File: src/hw/rtl/rgb565_gray_decimator_defines.svh
// ----------------------------------------------------------------------------
// RGB565 gray decimator assertion macros
// Clocked assertion helpers shared by the decimator RTL files.
// ----------------------------------------------------------------------------
`ifndef RGB565_GRAY_DECIMATOR_DEFINES_SVH
`define RGB565_GRAY_DECIMATOR_DEFINES_SVH

`ifndef SYNTHESIS
// The property must hold at every clock edge outside of reset.
`define RGD_ASSERT(lbl, prop) \
  lbl: assert property (@(posedge clk_i) disable iff (!rst_ni) (prop)) \
    else $error("rgd assertion failed");
// The expression must never be true outside of reset.
`define RGD_ASSERT_NEVER(lbl, expr) \
  lbl: assert property (@(posedge clk_i) disable iff (!rst_ni) !(expr)) \
    else $error("rgd forbidden condition seen");
`else
`define RGD_ASSERT(lbl, prop)
`define RGD_ASSERT_NEVER(lbl, expr)
`endif

`endif

File: src/hw/rtl/rgd_pkg.sv
// ----------------------------------------------------------------------------
// RGB565 gray decimator package
// Register indexes, reset values, shared types and the luma function.
// ----------------------------------------------------------------------------
`default_nettype none

package rgd_pkg;

  localparam int unsigned CfgIdxW  = 2;
  localparam int unsigned CfgDataW = 8;

  localparam logic [CfgIdxW-1:0] REG_OUT_WIDTH  = 2'd0;
  localparam logic [CfgIdxW-1:0] REG_OUT_HEIGHT = 2'd1;
  localparam logic [CfgIdxW-1:0] REG_STEP_X     = 2'd2;
  localparam logic [CfgIdxW-1:0] REG_STEP_Y     = 2'd3;

  localparam logic [7:0] OUT_WIDTH_RST  = 8'd40;
  localparam logic [7:0] OUT_HEIGHT_RST = 8'd30;
  localparam logic [4:0] STEP_X_RST     = 5'd4;
  localparam logic [4:0] STEP_Y_RST     = 5'd4;

  localparam logic [4:0] STEP_MAX = 5'd16;

  localparam logic [7:0] W_RED   = 8'd77;
  localparam logic [7:0] W_GREEN = 8'd150;
  localparam logic [7:0] W_BLUE  = 8'd29;

  typedef struct packed {
    logic [7:0] out_width;
    logic [7:0] out_height;
    logic [4:0] step_x;
    logic [4:0] step_y;
  } cfg_t;

  typedef struct packed {
    logic [7:0]  gray;
    logic [15:0] out_index;
    logic        frame_last;
  } result_t;

  // Channels are widened to 8 bits by replicating their top bits; the weights
  // sum to 256, so the weighted sum always fits in 16 bits.
  function automatic logic [7:0] luma565(input logic [15:0] px);
    logic [7:0]  r8;
    logic [7:0]  g8;
    logic [7:0]  b8;
    logic [15:0] sum;
    r8  = {px[15:11], px[15:13]};
    g8  = {px[10:5], px[10:9]};
    b8  = {px[4:0], px[4:2]};
    sum = 16'(r8) * 16'(W_RED) + 16'(g8) * 16'(W_GREEN) + 16'(b8) * 16'(W_BLUE);
    return sum[15:8];
  endfunction

endpackage

`default_nettype wire

File: src/hw/rtl/rgd_if.sv
// ----------------------------------------------------------------------------
// RGB565 gray decimator stream interfaces
// Valid/ready channels for incoming pixels and outgoing gray results.
// ----------------------------------------------------------------------------
`default_nettype none

interface rgd_pix_if;
  logic        valid;
  logic        ready;
  logic [15:0] pixel_word;
  logic        frame_start;

  modport source (output valid, output pixel_word, output frame_start, input ready);
  modport sink   (input valid, input pixel_word, input frame_start, output ready);
endinterface

interface rgd_gray_if;
  logic        valid;
  logic        ready;
  logic [7:0]  gray;
  logic [15:0] out_index;
  logic        frame_last;

  modport source (output valid, output gray, output out_index, output frame_last,
                  input ready);
  modport sink   (input valid, input gray, input out_index, input frame_last,
                  output ready);
endinterface

`default_nettype wire

File: src/hw/rtl/rgd_pos_ctrl.sv
// ----------------------------------------------------------------------------
// RGB565 gray decimator position control
// Raster position counters, keep decision, output index and luma.
// ----------------------------------------------------------------------------
`default_nettype none

module rgd_pos_ctrl (
  input  wire logic            clk_i,
  input  wire logic            rst_ni,
  input  wire rgd_pkg::cfg_t   cfg_i,
  input  wire logic            accept_i,
  input  wire logic [15:0]     pixel_word_i,
  input  wire logic            frame_start_i,
  output logic                 keep_o,
  output rgd_pkg::result_t     result_o
);

  logic [7:0]  out_col_q, out_col_d;
  logic [3:0]  sub_col_q, sub_col_d;
  logic [3:0]  sub_row_q, sub_row_d;
  logic [7:0]  out_row_q, out_row_d;
  logic [15:0] write_pos_q, write_pos_d;

  logic [7:0]  w_eff, h_eff;
  logic [4:0]  sx_eff, sy_eff;
  logic [7:0]  col, row;
  logic [3:0]  scol, srow;
  logic [15:0] pos;
  logic        scol_end, col_end, srow_end, row_end;

  always_comb begin
    w_eff = (cfg_i.out_width == 8'd0) ? 8'd1 : cfg_i.out_width;
    h_eff = (cfg_i.out_height == 8'd0) ? 8'd1 : cfg_i.out_height;
    priority if (cfg_i.step_x == 5'd0) begin
      sx_eff = 5'd1;
    end else if (cfg_i.step_x > rgd_pkg::STEP_MAX) begin
      sx_eff = rgd_pkg::STEP_MAX;
    end else begin
      sx_eff = cfg_i.step_x;
    end
    priority if (cfg_i.step_y == 5'd0) begin
      sy_eff = 5'd1;
    end else if (cfg_i.step_y > rgd_pkg::STEP_MAX) begin
      sy_eff = rgd_pkg::STEP_MAX;
    end else begin
      sy_eff = cfg_i.step_y;
    end
  end

  // A frame start clears the position before this pixel is judged.
  always_comb begin
    col  = frame_start_i ? 8'd0  : out_col_q;
    row  = frame_start_i ? 8'd0  : out_row_q;
    scol = frame_start_i ? 4'd0  : sub_col_q;
    srow = frame_start_i ? 4'd0  : sub_row_q;
    pos  = frame_start_i ? 16'd0 : write_pos_q;

    // Compares use ">=" so that a limit lowered mid-frame still wraps.
    scol_end = ({1'b0, scol} + 5'd1) >= sx_eff;
    col_end  = ({1'b0, col} + 9'd1) >= {1'b0, w_eff};
    srow_end = ({1'b0, srow} + 5'd1) >= sy_eff;
    row_end  = ({1'b0, row} + 9'd1) >= {1'b0, h_eff};

    keep_o = (scol == 4'd0) && (srow == 4'd0);

    sub_col_d   = scol;
    out_col_d   = col;
    sub_row_d   = srow;
    out_row_d   = row;
    write_pos_d = keep_o ? pos + 16'd1 : pos;

    if (scol_end) begin
      sub_col_d = 4'd0;
      if (col_end) begin
        out_col_d = 8'd0;
        if (srow_end) begin
          sub_row_d = 4'd0;
          if (row_end) begin
            out_row_d   = 8'd0;
            write_pos_d = 16'd0;
          end else begin
            out_row_d = row + 8'd1;
          end
        end else begin
          sub_row_d = srow + 4'd1;
        end
      end else begin
        out_col_d = col + 8'd1;
      end
    end else begin
      sub_col_d = scol + 4'd1;
    end

    result_o.gray       = rgd_pkg::luma565(pixel_word_i);
    result_o.out_index  = pos;
    result_o.frame_last = col_end && row_end;
  end

  always_ff @(posedge clk_i or negedge rst_ni) begin
    if (!rst_ni) begin
      out_col_q   <= '0;
      sub_col_q   <= '0;
      sub_row_q   <= '0;
      out_row_q   <= '0;
      write_pos_q <= '0;
    end else if (accept_i) begin
      out_col_q   <= out_col_d;
      sub_col_q   <= sub_col_d;
      sub_row_q   <= sub_row_d;
      out_row_q   <= out_row_d;
      write_pos_q <= write_pos_d;
    end
  end

endmodule

`default_nettype wire

File: src/hw/rtl/rgd_out_buf.sv
// ----------------------------------------------------------------------------
// RGB565 gray decimator output buffer
// Result register with a skid stage so input acceptance survives a stalled output.
// ----------------------------------------------------------------------------
`default_nettype none

`include "rgb565_gray_decimator_defines.svh"

module rgd_out_buf (
  input  wire logic             clk_i,
  input  wire logic             rst_ni,
  input  wire logic             push_i,
  input  wire rgd_pkg::result_t push_data_i,
  output logic                  space_o,
  output logic                  out_valid_o,
  input  wire logic             out_ready_i,
  output rgd_pkg::result_t      out_data_o
);

  logic             out_v_q;
  logic             skid_v_q;
  rgd_pkg::result_t out_q;
  rgd_pkg::result_t skid_q;
  logic             pop;

  assign space_o     = !skid_v_q;
  assign out_valid_o = out_v_q;
  assign out_data_o  = out_q;
  assign pop         = out_v_q && out_ready_i;

  always_ff @(posedge clk_i or negedge rst_ni) begin
    if (!rst_ni) begin
      out_v_q  <= 1'b0;
      skid_v_q <= 1'b0;
    end else if (pop) begin
      if (skid_v_q) begin
        skid_v_q <= 1'b0;
      end else begin
        out_v_q <= push_i;
      end
    end else if (push_i) begin
      if (out_v_q) begin
        skid_v_q <= 1'b1;
      end else begin
        out_v_q <= 1'b1;
      end
    end
  end

  always_ff @(posedge clk_i) begin
    if (pop) begin
      out_q <= skid_v_q ? skid_q : push_data_i;
    end else if (push_i && !out_v_q) begin
      out_q <= push_data_i;
    end
    if (push_i && out_v_q && !pop) begin
      skid_q <= push_data_i;
    end
  end

  `RGD_ASSERT_NEVER(a_skid_without_out, skid_v_q && !out_v_q)
  `RGD_ASSERT(a_skid_fill_on_stall, $rose(skid_v_q) |-> $past(out_v_q && !out_ready_i))
  `RGD_ASSERT(a_skid_drains_to_out, (pop && skid_v_q) |=> (out_v_q && !skid_v_q))

endmodule

`default_nettype wire

File: src/hw/rtl/rgb565_gray_decimator.sv
// ----------------------------------------------------------------------------
// RGB565 gray decimator
// Decimates an RGB565 raster stream and converts kept pixels to 8-bit luma.
// ----------------------------------------------------------------------------
// The block takes one pixel transaction per clock while input ready is high
// and produces a result for every step_x-th pixel of every step_y-th row,
// registered in the output buffer once the pixel is accepted. Position
// counters and the constant-weight luma sum are combinational ahead of the
// result register, so the sustained rate is one pixel per cycle; input ready
// drops only when both entries of the two-entry result buffer are full.
// Configuration writes are meant for idle periods between frames.
`default_nettype none

module rgb565_gray_decimator (
  input  wire logic                          clk_i,
  input  wire logic                          rst_ni,
  input  wire logic                          cfg_we_i,
  input  wire logic [rgd_pkg::CfgIdxW-1:0]   cfg_idx_i,
  input  wire logic [rgd_pkg::CfgDataW-1:0]  cfg_data_i,
  rgd_pix_if.sink                            in_i,
  rgd_gray_if.source                         out_o
);

  rgd_pkg::cfg_t    cfg_q;
  rgd_pkg::result_t result;
  rgd_pkg::result_t out_data;
  logic             keep;
  logic             space;
  logic             accept;
  logic             out_valid;

  always_ff @(posedge clk_i or negedge rst_ni) begin
    if (!rst_ni) begin
      cfg_q.out_width  <= rgd_pkg::OUT_WIDTH_RST;
      cfg_q.out_height <= rgd_pkg::OUT_HEIGHT_RST;
      cfg_q.step_x     <= rgd_pkg::STEP_X_RST;
      cfg_q.step_y     <= rgd_pkg::STEP_Y_RST;
    end else if (cfg_we_i) begin
      unique case (cfg_idx_i)
        rgd_pkg::REG_OUT_WIDTH:  cfg_q.out_width  <= cfg_data_i;
        rgd_pkg::REG_OUT_HEIGHT: cfg_q.out_height <= cfg_data_i;
        rgd_pkg::REG_STEP_X:     cfg_q.step_x     <= cfg_data_i[4:0];
        rgd_pkg::REG_STEP_Y:     cfg_q.step_y     <= cfg_data_i[4:0];
        default: ;
      endcase
    end
  end

  assign in_i.ready = space;
  assign accept     = in_i.valid && space;

  rgd_pos_ctrl u_pos_ctrl (
    .clk_i         (clk_i),
    .rst_ni        (rst_ni),
    .cfg_i         (cfg_q),
    .accept_i      (accept),
    .pixel_word_i  (in_i.pixel_word),
    .frame_start_i (in_i.frame_start),
    .keep_o        (keep),
    .result_o      (result)
  );

  rgd_out_buf u_out_buf (
    .clk_i       (clk_i),
    .rst_ni      (rst_ni),
    .push_i      (accept && keep),
    .push_data_i (result),
    .space_o     (space),
    .out_valid_o (out_valid),
    .out_ready_i (out_o.ready),
    .out_data_o  (out_data)
  );

  assign out_o.valid      = out_valid;
  assign out_o.gray       = out_data.gray;
  assign out_o.out_index  = out_data.out_index;
  assign out_o.frame_last = out_data.frame_last;

endmodule

`default_nettype wire
File: src/flat_wrapper.sv
// flat-port wrapper written by rule: the top's interface ports become plain ports
module rgb565_gray_decimator_flat 
  (clk_i, rst_ni, cfg_we_i, cfg_idx_i, cfg_data_i, in_i_valid, in_i_pixel_word, in_i_frame_start, in_i_ready, out_o_valid, out_o_gray, out_o_out_index, out_o_frame_last, out_o_ready);
  rgd_pix_if in_i_i ();
  rgd_gray_if out_o_i ();
  input  wire logic clk_i;
  input  wire logic rst_ni;
  input  wire logic cfg_we_i;
  input  wire logic [rgd_pkg::CfgIdxW-1:0] cfg_idx_i;
  input  wire logic [rgd_pkg::CfgDataW-1:0] cfg_data_i;
  input wire logic [$bits(in_i_i.valid)-1:0] in_i_valid;
  input wire logic [$bits(in_i_i.pixel_word)-1:0] in_i_pixel_word;
  input wire logic [$bits(in_i_i.frame_start)-1:0] in_i_frame_start;
  output wire logic [$bits(in_i_i.ready)-1:0] in_i_ready;
  output wire logic [$bits(out_o_i.valid)-1:0] out_o_valid;
  output wire logic [$bits(out_o_i.gray)-1:0] out_o_gray;
  output wire logic [$bits(out_o_i.out_index)-1:0] out_o_out_index;
  output wire logic [$bits(out_o_i.frame_last)-1:0] out_o_frame_last;
  input wire logic [$bits(out_o_i.ready)-1:0] out_o_ready;
  assign in_i_i.valid = in_i_valid;
  assign in_i_i.pixel_word = in_i_pixel_word;
  assign in_i_i.frame_start = in_i_frame_start;
  assign in_i_ready = in_i_i.ready;
  assign out_o_valid = out_o_i.valid;
  assign out_o_gray = out_o_i.gray;
  assign out_o_out_index = out_o_i.out_index;
  assign out_o_frame_last = out_o_i.frame_last;
  assign out_o_i.ready = out_o_ready;
  rgb565_gray_decimator u_core (.clk_i(clk_i), .rst_ni(rst_ni), .cfg_we_i(cfg_we_i), .cfg_idx_i(cfg_idx_i), .cfg_data_i(cfg_data_i), .in_i(in_i_i), .out_o(out_o_i));
endmodule
File: config.mk
export PLATFORM = sky130hd
export DESIGN_NAME = rgb565_gray_decimator_flat
export DESIGN_NICKNAME = d
export VERILOG_FILES = /design/src/hw/rtl/rgd_pkg.sv /design/src/hw/rtl/rgd_if.sv /design/src/hw/rtl/rgd_pos_ctrl.sv /design/src/hw/rtl/rgd_out_buf.sv /design/src/hw/rtl/rgb565_gray_decimator.sv /design/src/flat_wrapper.sv
export VERILOG_INCLUDE_DIRS = /design/src /design/src/hw/rtl
export SDC_FILE = /design/constraint.sdc
export NUM_CORES = 1
export LEC_CHECK = 0
export ABC_CLOCK_PERIOD_IN_PS = 3950
export BUFFER_PORTS_ARGS = -buffer_cell sky130_fd_sc_hd__buf_2
export CORE_MARGIN = 2
export CORE_UTILIZATION = 40
export CTS_BUF_LIST = sky130_fd_sc_hd__clkbuf_2 sky130_fd_sc_hd__clkbuf_4 sky130_fd_sc_hd__clkbuf_8
export DETAILED_ROUTE_END_ITERATION = 8
export GPL_ROUTABILITY_DRIVEN = 0
export GPL_TIMING_DRIVEN = 0
export HOLD_SLACK_MARGIN = 0.08
export PLACE_DENSITY = 0.58
export SLEW_MARGIN = 20
export SYNTH_ARGS = -nofsm -noshare
export SYNTH_HDL_FRONTEND = slang
export SYNTH_HIERARCHICAL = 1
export SYNTH_SLANG_ARGS = --single-unit
File: constraint.sdc
create_clock -name clk_i -period 3.95 [get_ports clk_i]
set_input_delay 0.5925 -clock clk_i [delete_from_list [all_inputs] [get_ports clk_i]]
set_output_delay 0.5925 -clock clk_i [all_outputs]
set_load 0.01 [all_outputs]
==> results.md, run 1 <==
- Status: finished, violations left
- Failing checks: setup timing
- Via density: 5.01
- Total GRT Usage: 0.168
- Layout Skew: 0.0151 ns
- Synth async-reset ratio: 0.576
- Slew Limit Fails: 0
- Num rows: 55
- Overall Power: 9.39 mW
- Max-Cap Viols: 0
- Area growth, synth to finish: 18.2%
- Setup CP Type: input port to flip-flop
- Pwr per Cell Area: 849 nW/um^2
- First-pass GRT wire length: 32200 um
- Slew margin rel.: 0.509
- Worst path max stage delay: 0.55 ns
- Leakage power: 5.03 nW
- N_diodes: 0
- Tcrit/Tclk final: 1.62
- Yosys top cell area share: 0.160
- Fmax: 157 MHz
- Hold crit path type: input port to flip-flop
- I/O pins: 59
- CTS H-tree depth: 4
- Actual slew at the worst max-slew pin: 0.735 ns
- Synth Cell Area: 9370 sq um
- DIE HEIGHT: 157 um
- Congestion Overflow GR: 0
- Root buf cell: clkbuf_8
- CP cell instances: buf_12, ha_4, ha_4, inv_2, fa_1, inv_1, fa_1, ha_4, xor2_2, fa_1, fa_1, fa_1, inv_2, fa_1, ha_4, a211oi_2, nand2_1, o211ai_1, a41oi_2, o21a_1, nor2_2, xnor2_1, xnor2_1, mux2_4
- Clock Path Buffers: 2
- Final WL: 19800 um
- Min Tclk post-route: 6.39 ns
- Reg2reg start: u_core/u_pos_ctrl/out_col_q[0]$_DFFE_PN0P_
- Drc violations: 0
- Crit. Startpoint: in_i_pixel_word[9]
- Setup crit end kind: flip-flop
- CTS tree: yes
- Placement Setup Slack: -3.10 ns
- Max IR drop VDD: 0.840 mV
- Worst path slowest cell: fa_1
- Largest net degree at the start of global routing: 46
- CORE AREA: 22800 sq um
- Share of cells above drive strength 1: 0.259
- Arr. time, crit path: 6.59 ns
- Via count: 6369
- Die Wd: 157 um
- DRT Pass-1 Iters: 5
- Avg WL per Cell: 15.6 um
- #FFs+latches synth: 118
- TritonCTS Sinks: 118
- RSZ-0062 raised after global routing: true
- Skew-Pair Late Insertion Delay: 0.45 ns
- Most common cell after layout, fill and taps aside: inv_1
- Startpoint types: input port
- EDFF count, synth: 50
- Most frequent cells in the layout: inv_1 (115), ha_1 (100), dfrtp_1 (60)
- Initial antenna violation count: 0
- Required time of the critical path: 4.16 ns
- Mean Syn Cell Area: 11.0 sq um
- Worst Setup Slack, final: -2.44 ns
- 1st-iter DRT viols: 255
- CP max FO: 3
- Hold Violations, Final: 0
- Hold depth: 2
- Hold_sp: cfg_data_i[5]
- Cell count after synthesis: 850
- Final ANT Viol Nets: 0
- Nets: 1146
- Clock transition at the registers of the reported paths: 0.08 ns
- Cell mode on critical path: fa_1
- Net Count, Synth: 1052
- Vias in the first global route: 6516
- Synth cell types: 72
- Ranking of synthesized cells by area: dfrtp_1 (16%), edfxtp_1 (16%), ha_1 (15%), fa_1 (12%), inv_1 (4.8%)
- PortBufs: 58
- Worst r2r path cells: 15
- Synth warn: 6
- Starting Density: 0.411
- DIE AREA: 24700 sq um
- Endpoints failing setup: 16
- Leading area contributor after synthesis: dfrtp_1
- HPWL Detailed: 15000 um
- Primary FF master, synth: dfrtp_1
- Post-synthesis sequential area ratio: 0.343
- TritonCTS buffer count: 17
layout make-up:
class / count / area (sq um)
clock inverters: 14 / 135
inverters: 120 / 450
plain buffers: 18 / 119
flip-flops and latches: 118 / 3210
well taps: 313 / 392
multi-input cells: 594 / 6040
clock buffers: 18 / 241
repair buffers: 75 / 482
fillers: 2085 / 11700
state kept, by name, indices dropped and copies added, names as in the netlist:
register,flops
u_core/u_pos_ctrl/out_row_q,8
u_core/u_out_buf/skid_q,25
u_core/u_pos_ctrl/out_col_q,8
u_core/u_pos_ctrl/sub_row_q,4
u_core/u_out_buf/skid_v_q,1
u_core/u_pos_ctrl/write_pos_q,16
u_core/u_pos_ctrl/sub_col_q,4
u_core/u_out_buf/out_data_o,25
u_core/cfg_q,26
u_core/u_out_buf/out_valid_o,1
cells by family (layout without fill, tap and decap cells):
logic type | after synthesis | count (layout) | synth area share
simple gates | 194 | 194 | 0.116
fa+ha+maj | 170 | 170 | 0.270
compound gates | 144 | 144 | 0.109
buf+inv | 138 | 245 | 0.0586
flops | 118 | 118 | 0.343
mux | 56 | 56 | 0.0751
xor+xnor | 30 | 30 | 0.0281
routing by layer:
layer | wire (um) | GRT usage | up-vias
li1 | - | - | 3170
met1 | 9070 | 0.211 | 3093
met2 | 9950 | 0.295 | 86
met3 | 524 | 0.0289 | 20
met4 | 255 | 0.0524 | 0
met5 | 0 | 0 | -
synthesized netlist by cell type (5+ instances only):
master / number
inv_1: 120
ha_1: 116
dfrtp_1: 60
fa_1: 54
edfxtp_1: 50
nand2_1: 45
nor2_1: 38
mux2_2: 34
o21ai_0: 30
nor2b_1: 27
a21oi_1: 21
mux2_4: 20
xnor2_1: 17
a22o_1: 16
nand2b_1: 14
nand3_1: 13
xor2_1: 13
and3_1: 12
a21o_1: 11
clkbuf_1: 11
o2bb2ai_1: 9
dfstp_2: 8
nor3_1: 8
o31ai_1: 7
a211oi_1: 5
a31oi_1: 5
o21a_1: 5
worst paths after layout:
path	endpoint	slack (ns)
setup / recovery	u_core/u_out_buf/out_data_o[24]$_DFFE_PP_	-2.44
hold / removal	u_core/cfg_q[15]$_DFFE_PN0P_	0.39
setup reg to reg	u_core/u_pos_ctrl/write_pos_q[10]$_DFFE_PN0P_	0.64
hold reg to reg	u_core/cfg_q[5]$_DFFE_PN0P_	0.51
max in group asynchronous	u_core/cfg_q[2]$_DFFE_PN1P_	2.76
min in group asynchronous	u_core/cfg_q[24]$_DFFE_PN0P_	0.59
timing repair:
| action | CTS | global route |
|---|---|---|
| pin swaps | 33 | 24 |
| endpoints found under the hold margin | 23 | 0 |
| buffers inserted | 11 | 10 |
| hold buffers | 1 | 0 |
| setup endpoints to repair | 104 | 45 |
| gates resized for setup | 47 | 32 |
worst max-delay path: cells and delay by family:
kind / cells / cell delay (ns)
adder cells (fa/ha/maj): 10 / 4.00
AO/OA/AOI/OAI: 4 / 0.89
XOR/XNOR: 3 / 0.42
multiplexers: 1 / 0.26
buffers and inverters: 4 / 0.22
AND/OR/NAND/NOR: 2 / 0.21
metrics by stage:
stage	std cells	cell area, sq um	hold slack (ns)	setup TNS, ns	util
final	1270	11100	0.394	-30.25	0.486
after detailed placement	1222	10200	0.492	-110.63	0.447
after CTS	1264	10800	0.362	-29.19	0.476
after global placement	1221	10100	0.488	-135.03	0.445
after global routing	1270	11100	0.379	-32.65	0.486
after floorplan	850	9460	0.297	-29.94	-
power breakdown:
group	internal, mW	switching, mW	leakage [nW]	total (mW)
logic	3.63	2.94	3.58	6.57
clock network	0.559	0.520	0.183	1.08
registers	1.71	0.0335	1.26	1.75
Power figures use the tool's default switching activity.
==> run 2, diff against run 1 <==
REMOVE_ABC_BUFFERS = 1   (was not set)
==> run 2 against run 1 <==
The flow still finishes with violations (setup timing). Die area is the same. Clock-buffer cell count grew 3. Worst hold slack lost 0.30 ns. Register-to-register slack lost 0.22 ns. Power shrank 3.7%. Routed wire length shrank 6.1%. Cell area shrank 1.9%. Setup slack gained 0.052 ns. Utilization shrank 0.91 points. Critical endpoint unchanged.
==> results.md, run 2 (synthesis gave the netlist of run 1 again) <==
- Status: finished, violations left
- Failing checks: setup timing
- Final ANT Viol Nets: 0 (unchanged)
- Most frequent cells in the layout: inv_1 (116), ha_1 (106), dfrtp_1 (60)
- Hold crit path type: input port to asynchronous set/reset pin
- Fmax: 158 MHz (+0.82%)
- Most flop-heavy register: u_core/cfg_q
- HPWL Detailed: 13600 um (-9.3%)
- Routed length on met3: 378 um (-28%)
- Tcrit/Tclk final: 1.60 (-0.0132)
- Slew margin rel.: 0.334 (-0.175)
- Via count: 6318 (-0.80%)
- Max-Cap Viols: 0 (unchanged)
- Hold slack final: 0.0903 ns (-0.304 ns)
- Largest net degree at the start of global routing: 72 (+57%)
- CP cell instances: buf_12, ha_4, ha_4, inv_2, fa_1, inv_1, fa_1, ha_4, xor2_2, fa_1, fa_1, fa_1, inv_1, fa_1, ha_4, a211oi_2, nand2_1, o211ai_1, a41oi_2, o21a_1, nor2_2, xnor2_1, xnor2_1, mux2_4
- Worst path max stage delay: 0.54 ns (about the same)
- Layout Skew: 0.00873 ns (-0.00633 ns)
- Actual slew at the worst max-slew pin: 0.999 ns (+0.265 ns)
- Placement Setup Slack: -3.45 ns (-0.345 ns)
- Leakage power: 4.95 nW (-1.5%)
- Met1 wire length: 8620 um (-5.0%)
- Min Tclk post-route: 6.34 ns (-0.0521 ns)
- Congestion Overflow GR: 0 (unchanged)
- Placed instance area: 10000 sq um (-1.8%)
- Cell mode on critical path: fa_1
- Via density: 5.04 (+0.55%)
- Nets: 1129 (-1.5%)
- Worst Setup Slack, final: -2.39 ns (+0.0521 ns)
- Overall Power: 9.05 mW (-3.7%)
- Final WL: 18600 um (-6.1%)
- Cell family with most CP delay: adder cells
- Drc violations: 0 (unchanged)
- Cts hold-fix bufs: 0 (-1)
- CORE AREA: 22800 sq um (unchanged)
- Clock transition at the registers of the reported paths: 0.07 ns (about the same)
- TritonCTS Sinks: 118 (unchanged)
- Num rows: 55 (unchanged)
- 1st-iter DRT viols: 286 (+12%)
- Startpoint types: input port
- Largest register FFs: 26 (unchanged)
- RSZ-0062 raised after global routing: true
- Clock Path Buffers: 2 (unchanged)
- Die Wd: 157 um (unchanged)
- DRT Pass-1 Iters: 4 (-1)
- Design area: 10900 sq um (-1.9%)
- DIE HEIGHT: 157 um (unchanged)
- Most common cell after layout, fill and taps aside: inv_1
- TritonCTS buffer count: 17 (unchanged)
- Setup CP Type: input port to flip-flop
- DIE AREA: 24700 sq um (unchanged)
- Endpoints failing setup: 16 (unchanged)
- Slew Limit Fails: 0 (unchanged)
- Required time of the critical path: 4.14 ns (-0.02 ns)
- Max IR drop VDD: 0.662 mV (-21%)
- PortBufs: 58 (unchanged)
- Area growth, synth to finish: 16.0%
- Arr. time, crit path: 6.53 ns (-0.06 ns)
- CP Buf/Inv Count: 4 (unchanged)
- Total GRT Usage: 0.160 (-0.00736)
- CP max FO: 4 (+1)
- Root buf cell: clkbuf_8
- Avg WL per Cell: 14.8 um (-4.8%)
- Hold Violations, Final: 0 (unchanged)
- Share of cells above drive strength 1: 0.235 (-0.0240)
- Top Metal Used: met4
- Final TNS setup: -29.87 ns (+0.389 ns)
- Worst path slowest cell: fa_1
- First-pass GRT wire length: 31400 um (-2.5%)
- CTS H-tree depth: 4 (unchanged)
- Vias in the first global route: 6423 (-1.4%)
- Pwr per Cell Area: 833 nW/um^2 (-1.9%)
- Routed met2 length: 9310 um (-6.4%)
- Starting Density: 0.411 (unchanged)
- CTS tree: yes
- N_diodes: 0 (unchanged)
- Setup crit end kind: flip-flop
- I/O pins: 59 (unchanged)
- Skew-Pair Late Insertion Delay: 0.45 ns (about the same)
- Initial antenna violation count: 0 (unchanged)
## run 2: where the power goes
group	total [mW]	switching (mW)	internal [mW]
combinational	6.11	2.68	3.43
sequential	1.75	0.0339	1.71
clock	1.19	0.508	0.681
## run 2: cell type report
type	instances	area, sq um
Sequential cell	118	3210
Fill cell	2122	11900
Clock buffer	21	283
Clock inverter	11	148
Multi-Input combinational cell	594	5870
Timing Repair Buffer	76	503
Inverter	120	450
Tap cell	313	392
## run 2: final timing paths
path / end / from / slack (ns) / cells after the start
max in group asynchronous: u_core/cfg_q[7]$_DFFE_PN1P_ / rst_ni / 3.25 / 2
setup / recovery: u_core/u_out_buf/out_data_o[24]$_DFFE_PP_ / in_i_pixel_word[9] / -2.39 / 24
hold / removal: u_core/u_pos_ctrl/sub_row_q[3]$_DFFE_PN0P_ / rst_ni / 0.09 / 1
min in group clk_i: u_core/cfg_q[25]$_DFFE_PN0P_ / cfg_data_i[7] / 0.40 / 2
setup reg to reg: u_core/u_pos_ctrl/write_pos_q[13]$_DFFE_PN0P_ / u_core/u_pos_ctrl/out_col_q[0]$_DFFE_PN0P_ / 0.42 / 14
hold reg to reg: u_core/u_pos_ctrl/write_pos_q[14]$_DFFE_PN0P_ / u_core/u_pos_ctrl/write_pos_q[14]$_DFFE_PN0P_ / 0.49 / 1
## run 2: per-layer routing
layer,global-route usage,vias to the layer above
met5,0,-
met4,0.0506,0
met3,0.0251,22
met2,0.277,66
met1,0.207,3100
li1,-,3130
## run 2: repair_timing
action | in CTS | in global routing
cloned | 0 | 0
gates resized for setup | 41 | 17
endpoints found under the setup margin | 16 | 17
setup buffers | 16 | 3
pin swaps | 26 | 26
hold endpoints to repair | 0 | 0
## run 2: metrics by stage
step           utilization  cells
2_1_floorplan            -    832
3_3_place_gp         0.437   1203
3_5_place_dp         0.439   1205
4_1_cts              0.473   1252
5_1_grt              0.477   1253
6_report             0.477   1253
==> run 3, diff against run 2 <==
PLACE_DENSITY = not set   (was 0.58)
==> run 3 against run 2 <==
The flow still finishes with violations (setup timing). Non-clock buffer count down 8. Power decreased by 7.3%. Clock skew up 0.0032 ns. Combinational power is 10% lower. Critical endpoint unchanged.
==> results.md, run 3 (synthesis gave the netlist of run 1 again) <==
- Status: finished, violations left
- Failing checks: setup timing
- Area growth, synth to finish: 15.4%
- Required time of the critical path: 4.13 ns (about the same)
- Max IR drop VDD: 0.714 mV (+7.8%)
- Final TNS setup: -29.02 ns (+0.849 ns)
- Clock transition at the registers of the reported paths: 0.07 ns (about the same)
- RSZ-0062 raised after global routing: true
- Min Tclk post-route: 6.36 ns (+0.0188 ns)
- Root buf cell: clkbuf_8
- CTS tree: yes
- CORE AREA: 22800 sq um (unchanged)
- Initial antenna violation count: 0 (unchanged)
- Final ANT Viol Nets: 0 (unchanged)
- Most flop-heavy register: u_core/cfg_q
- CP max FO: 5 (+1)
- Fmax: 157 MHz (-0.30%)
- HPWL Detailed: 13200 um (-3.1%)
- Placement Setup Slack: -3.42 ns (+0.0338 ns)
- Hold depth: 2
- TritonCTS buffer count: 17 (unchanged)
- Seq pwr share: 0.209 (+0.016)
- Clock share of power: 0.138 (+0.007)
- DRT Pass-1 Iters: 6 (+2)
- Largest net degree at the start of global routing: 72 (unchanged)
- Final WL: 18100 um (-2.6%)
- Final Core Density: 0.474 (-0.00258)
- Sw power: 3.04 mW (-5.7%)
- Setup CP Type: input port to flip-flop
- First-pass GRT wire length: 30300 um (-3.5%)
- TritonCTS Sinks: 118 (unchanged)
- Most common cell after layout, fill and taps aside: inv_1
- Slew Limit Fails: 0 (unchanged)
- Int Pwr: 5.35 mW (-8.2%)
- Placed instance area: 9980 sq um (-0.20%)
- Startpoint types: input port
- PortBufs: 58 (unchanged)
- Starting Density: 0.411 (unchanged)
- Clock Path Buffers: 2 (unchanged)
- Total GRT Usage: 0.154 (-0.00665)
- Endpoints failing setup: 16 (unchanged)
- Tcrit/Tclk final: 1.61 (+0.00475)
- Nets: 1121 (-0.71%)
- Arr. time, crit path: 6.54 ns (about the same)
- Switching share of power: 0.362 (+0.00600)
- Congestion Overflow GR: 0 (unchanged)
- Worst r2r path cells: 14 (unchanged)
- Hold crit path type: input port to flip-flop
- Via density: 5.08 (+0.71%)
- Die Wd: 157 um (unchanged)
- Leakage power: 4.90 nW (-0.94%)
- Fillers: 2118 (-0.19%)
- Actual slew at the worst max-slew pin: 1.06 ns (+0.0610 ns)
- Pwr per Cell Area: 776 nW/um^2 (-6.8%)
- Most frequent cells in the layout: inv_1 (117), ha_1 (103), dfrtp_1 (60)
- DIE AREA: 24700 sq um (unchanged)
- DIE HEIGHT: 157 um (unchanged)
- 1st-iter DRT viols: 213 (-26%)
- Largest register FFs: 26 (unchanged)
- Avg WL per Cell: 14.5 um (-2.0%)
- Layout Skew: 0.0119 ns (+0.00321 ns)
- Worst Setup Slack, final: -2.41 ns (-0.0188 ns)
- Hold Violations, Final: 0 (unchanged)
- Max-Cap Viols: 0 (unchanged)
- Via count: 6322 (+0.063%)
- CTS H-tree depth: 4 (unchanged)
- Slew margin rel.: 0.293 (-0.0407)
- Drc violations: 0 (unchanged)
- Setup crit end kind: flip-flop
- Gate power share: 0.653 (-0.022)
- Design area: 10800 sq um (-0.54%)
- Hold slack final: 0.401 ns (+0.311 ns)
- I/O pins: 59 (unchanged)
- Share of cells above drive strength 1: 0.229 (-0.00657)
- Skew-Pair Late Insertion Delay: 0.44 ns (about the same)
- Num rows: 55 (unchanged)
- N_diodes: 0 (unchanged)
- Vias in the first global route: 6199 (-3.5%)
## run 3: changes by cell type in the layout (fill, tap and decap cells not counted), sizes merged
cell / delta
buf: -9
clkinvlp: -1
clkbuf: +2
dlygate4sd3: +1
inv: -1
## run 3: final cells by class
class	instances	area, sq um	area share
clock buffer	23	285	0.0264
clock inverter	9	131	0.0122
inverter	120	450	0.0417
multi-input combinational	594	5900	0.546
sequential	118	3210	0.297
tap	313	392	0.0362
timing repair buffer	68	434	0.0402
## run 3: path summary, 6_finish.rpt
path | startpoint | endpoint | slack, ns
max reg2reg | u_core/u_pos_ctrl/out_col_q[0]$_DFFE_PN0P_ | u_core/u_pos_ctrl/write_pos_q[13]$_DFFE_PN0P_ | 0.39
max | in_i_pixel_word[9] | u_core/u_out_buf/out_data_o[24]$_DFFE_PP_ | -2.41
min reg2reg | u_core/u_pos_ctrl/write_pos_q[14]$_DFFE_PN0P_ | u_core/u_pos_ctrl/write_pos_q[14]$_DFFE_PN0P_ | 0.49
min in group asynchronous | rst_ni | u_core/u_pos_ctrl/sub_row_q[3]$_DFFE_PN0P_ | 0.64
min | cfg_data_i[7] | u_core/cfg_q[25]$_DFFE_PN0P_ | 0.40
max in group asynchronous | rst_ni | u_core/cfg_q[13]$_DFFE_PN1P_ | 2.70
## run 3: critical path, stage by stage
cell and delay (ns):
buf_12 0.10, ha_4 0.23, ha_4 0.25, inv_2 0.03
fa_1 0.47, inv_1 0.05, fa_1 0.47, ha_4 0.31
xor2_2 0.14, fa_1 0.46, fa_1 0.51, fa_1 0.51
inv_1 0.05, fa_1 0.52, ha_4 0.23, a211oi_2 0.20
nand2_1 0.09, o211ai_1 0.26, a41oi_2 0.19, o21a_1 0.23
nor2_1 0.13, xnor2_1 0.14, xnor2_1 0.11, mux2_4 0.26
## run 3: what timing repair did
action | 4_1_cts | 5_1_grt
hold endpoints to repair | 6 | 0
hold buffers | 1 | 0
pin swaps | 37 | 6
endpoints found under the setup margin | 16 | 17
buffers inserted | 8 | 0
gates resized for setup | 49 | 10
## run 3: stage by stage
stage               cells  total power, mW
finish               1245             8.39
global route         1245             9.15
CTS                  1245             8.40
detailed placement   1204             6.19
global placement     1203             6.08
floorplan             832             5.36
## run 3: metal layers
metal	up-vias	routed length, um	track usage
met5	-	0	0
met1	3109	8480	0.199
li1	3116	-	-
met3	17	412	0.0270
met2	80	9000	0.264
met4	0	227	0.0459
## run 3: power groups by stage
stage                     combinational (mW)  clock [mW]  sequential (mW)
final                                   5.48        1.16             1.75
after detailed placement                4.42           0             1.77
after global placement                  4.31           0             1.77
after global routing                    6.15        1.24             1.76
after CTS                               5.45        1.20             1.75
after floorplan                         3.60           0             1.76
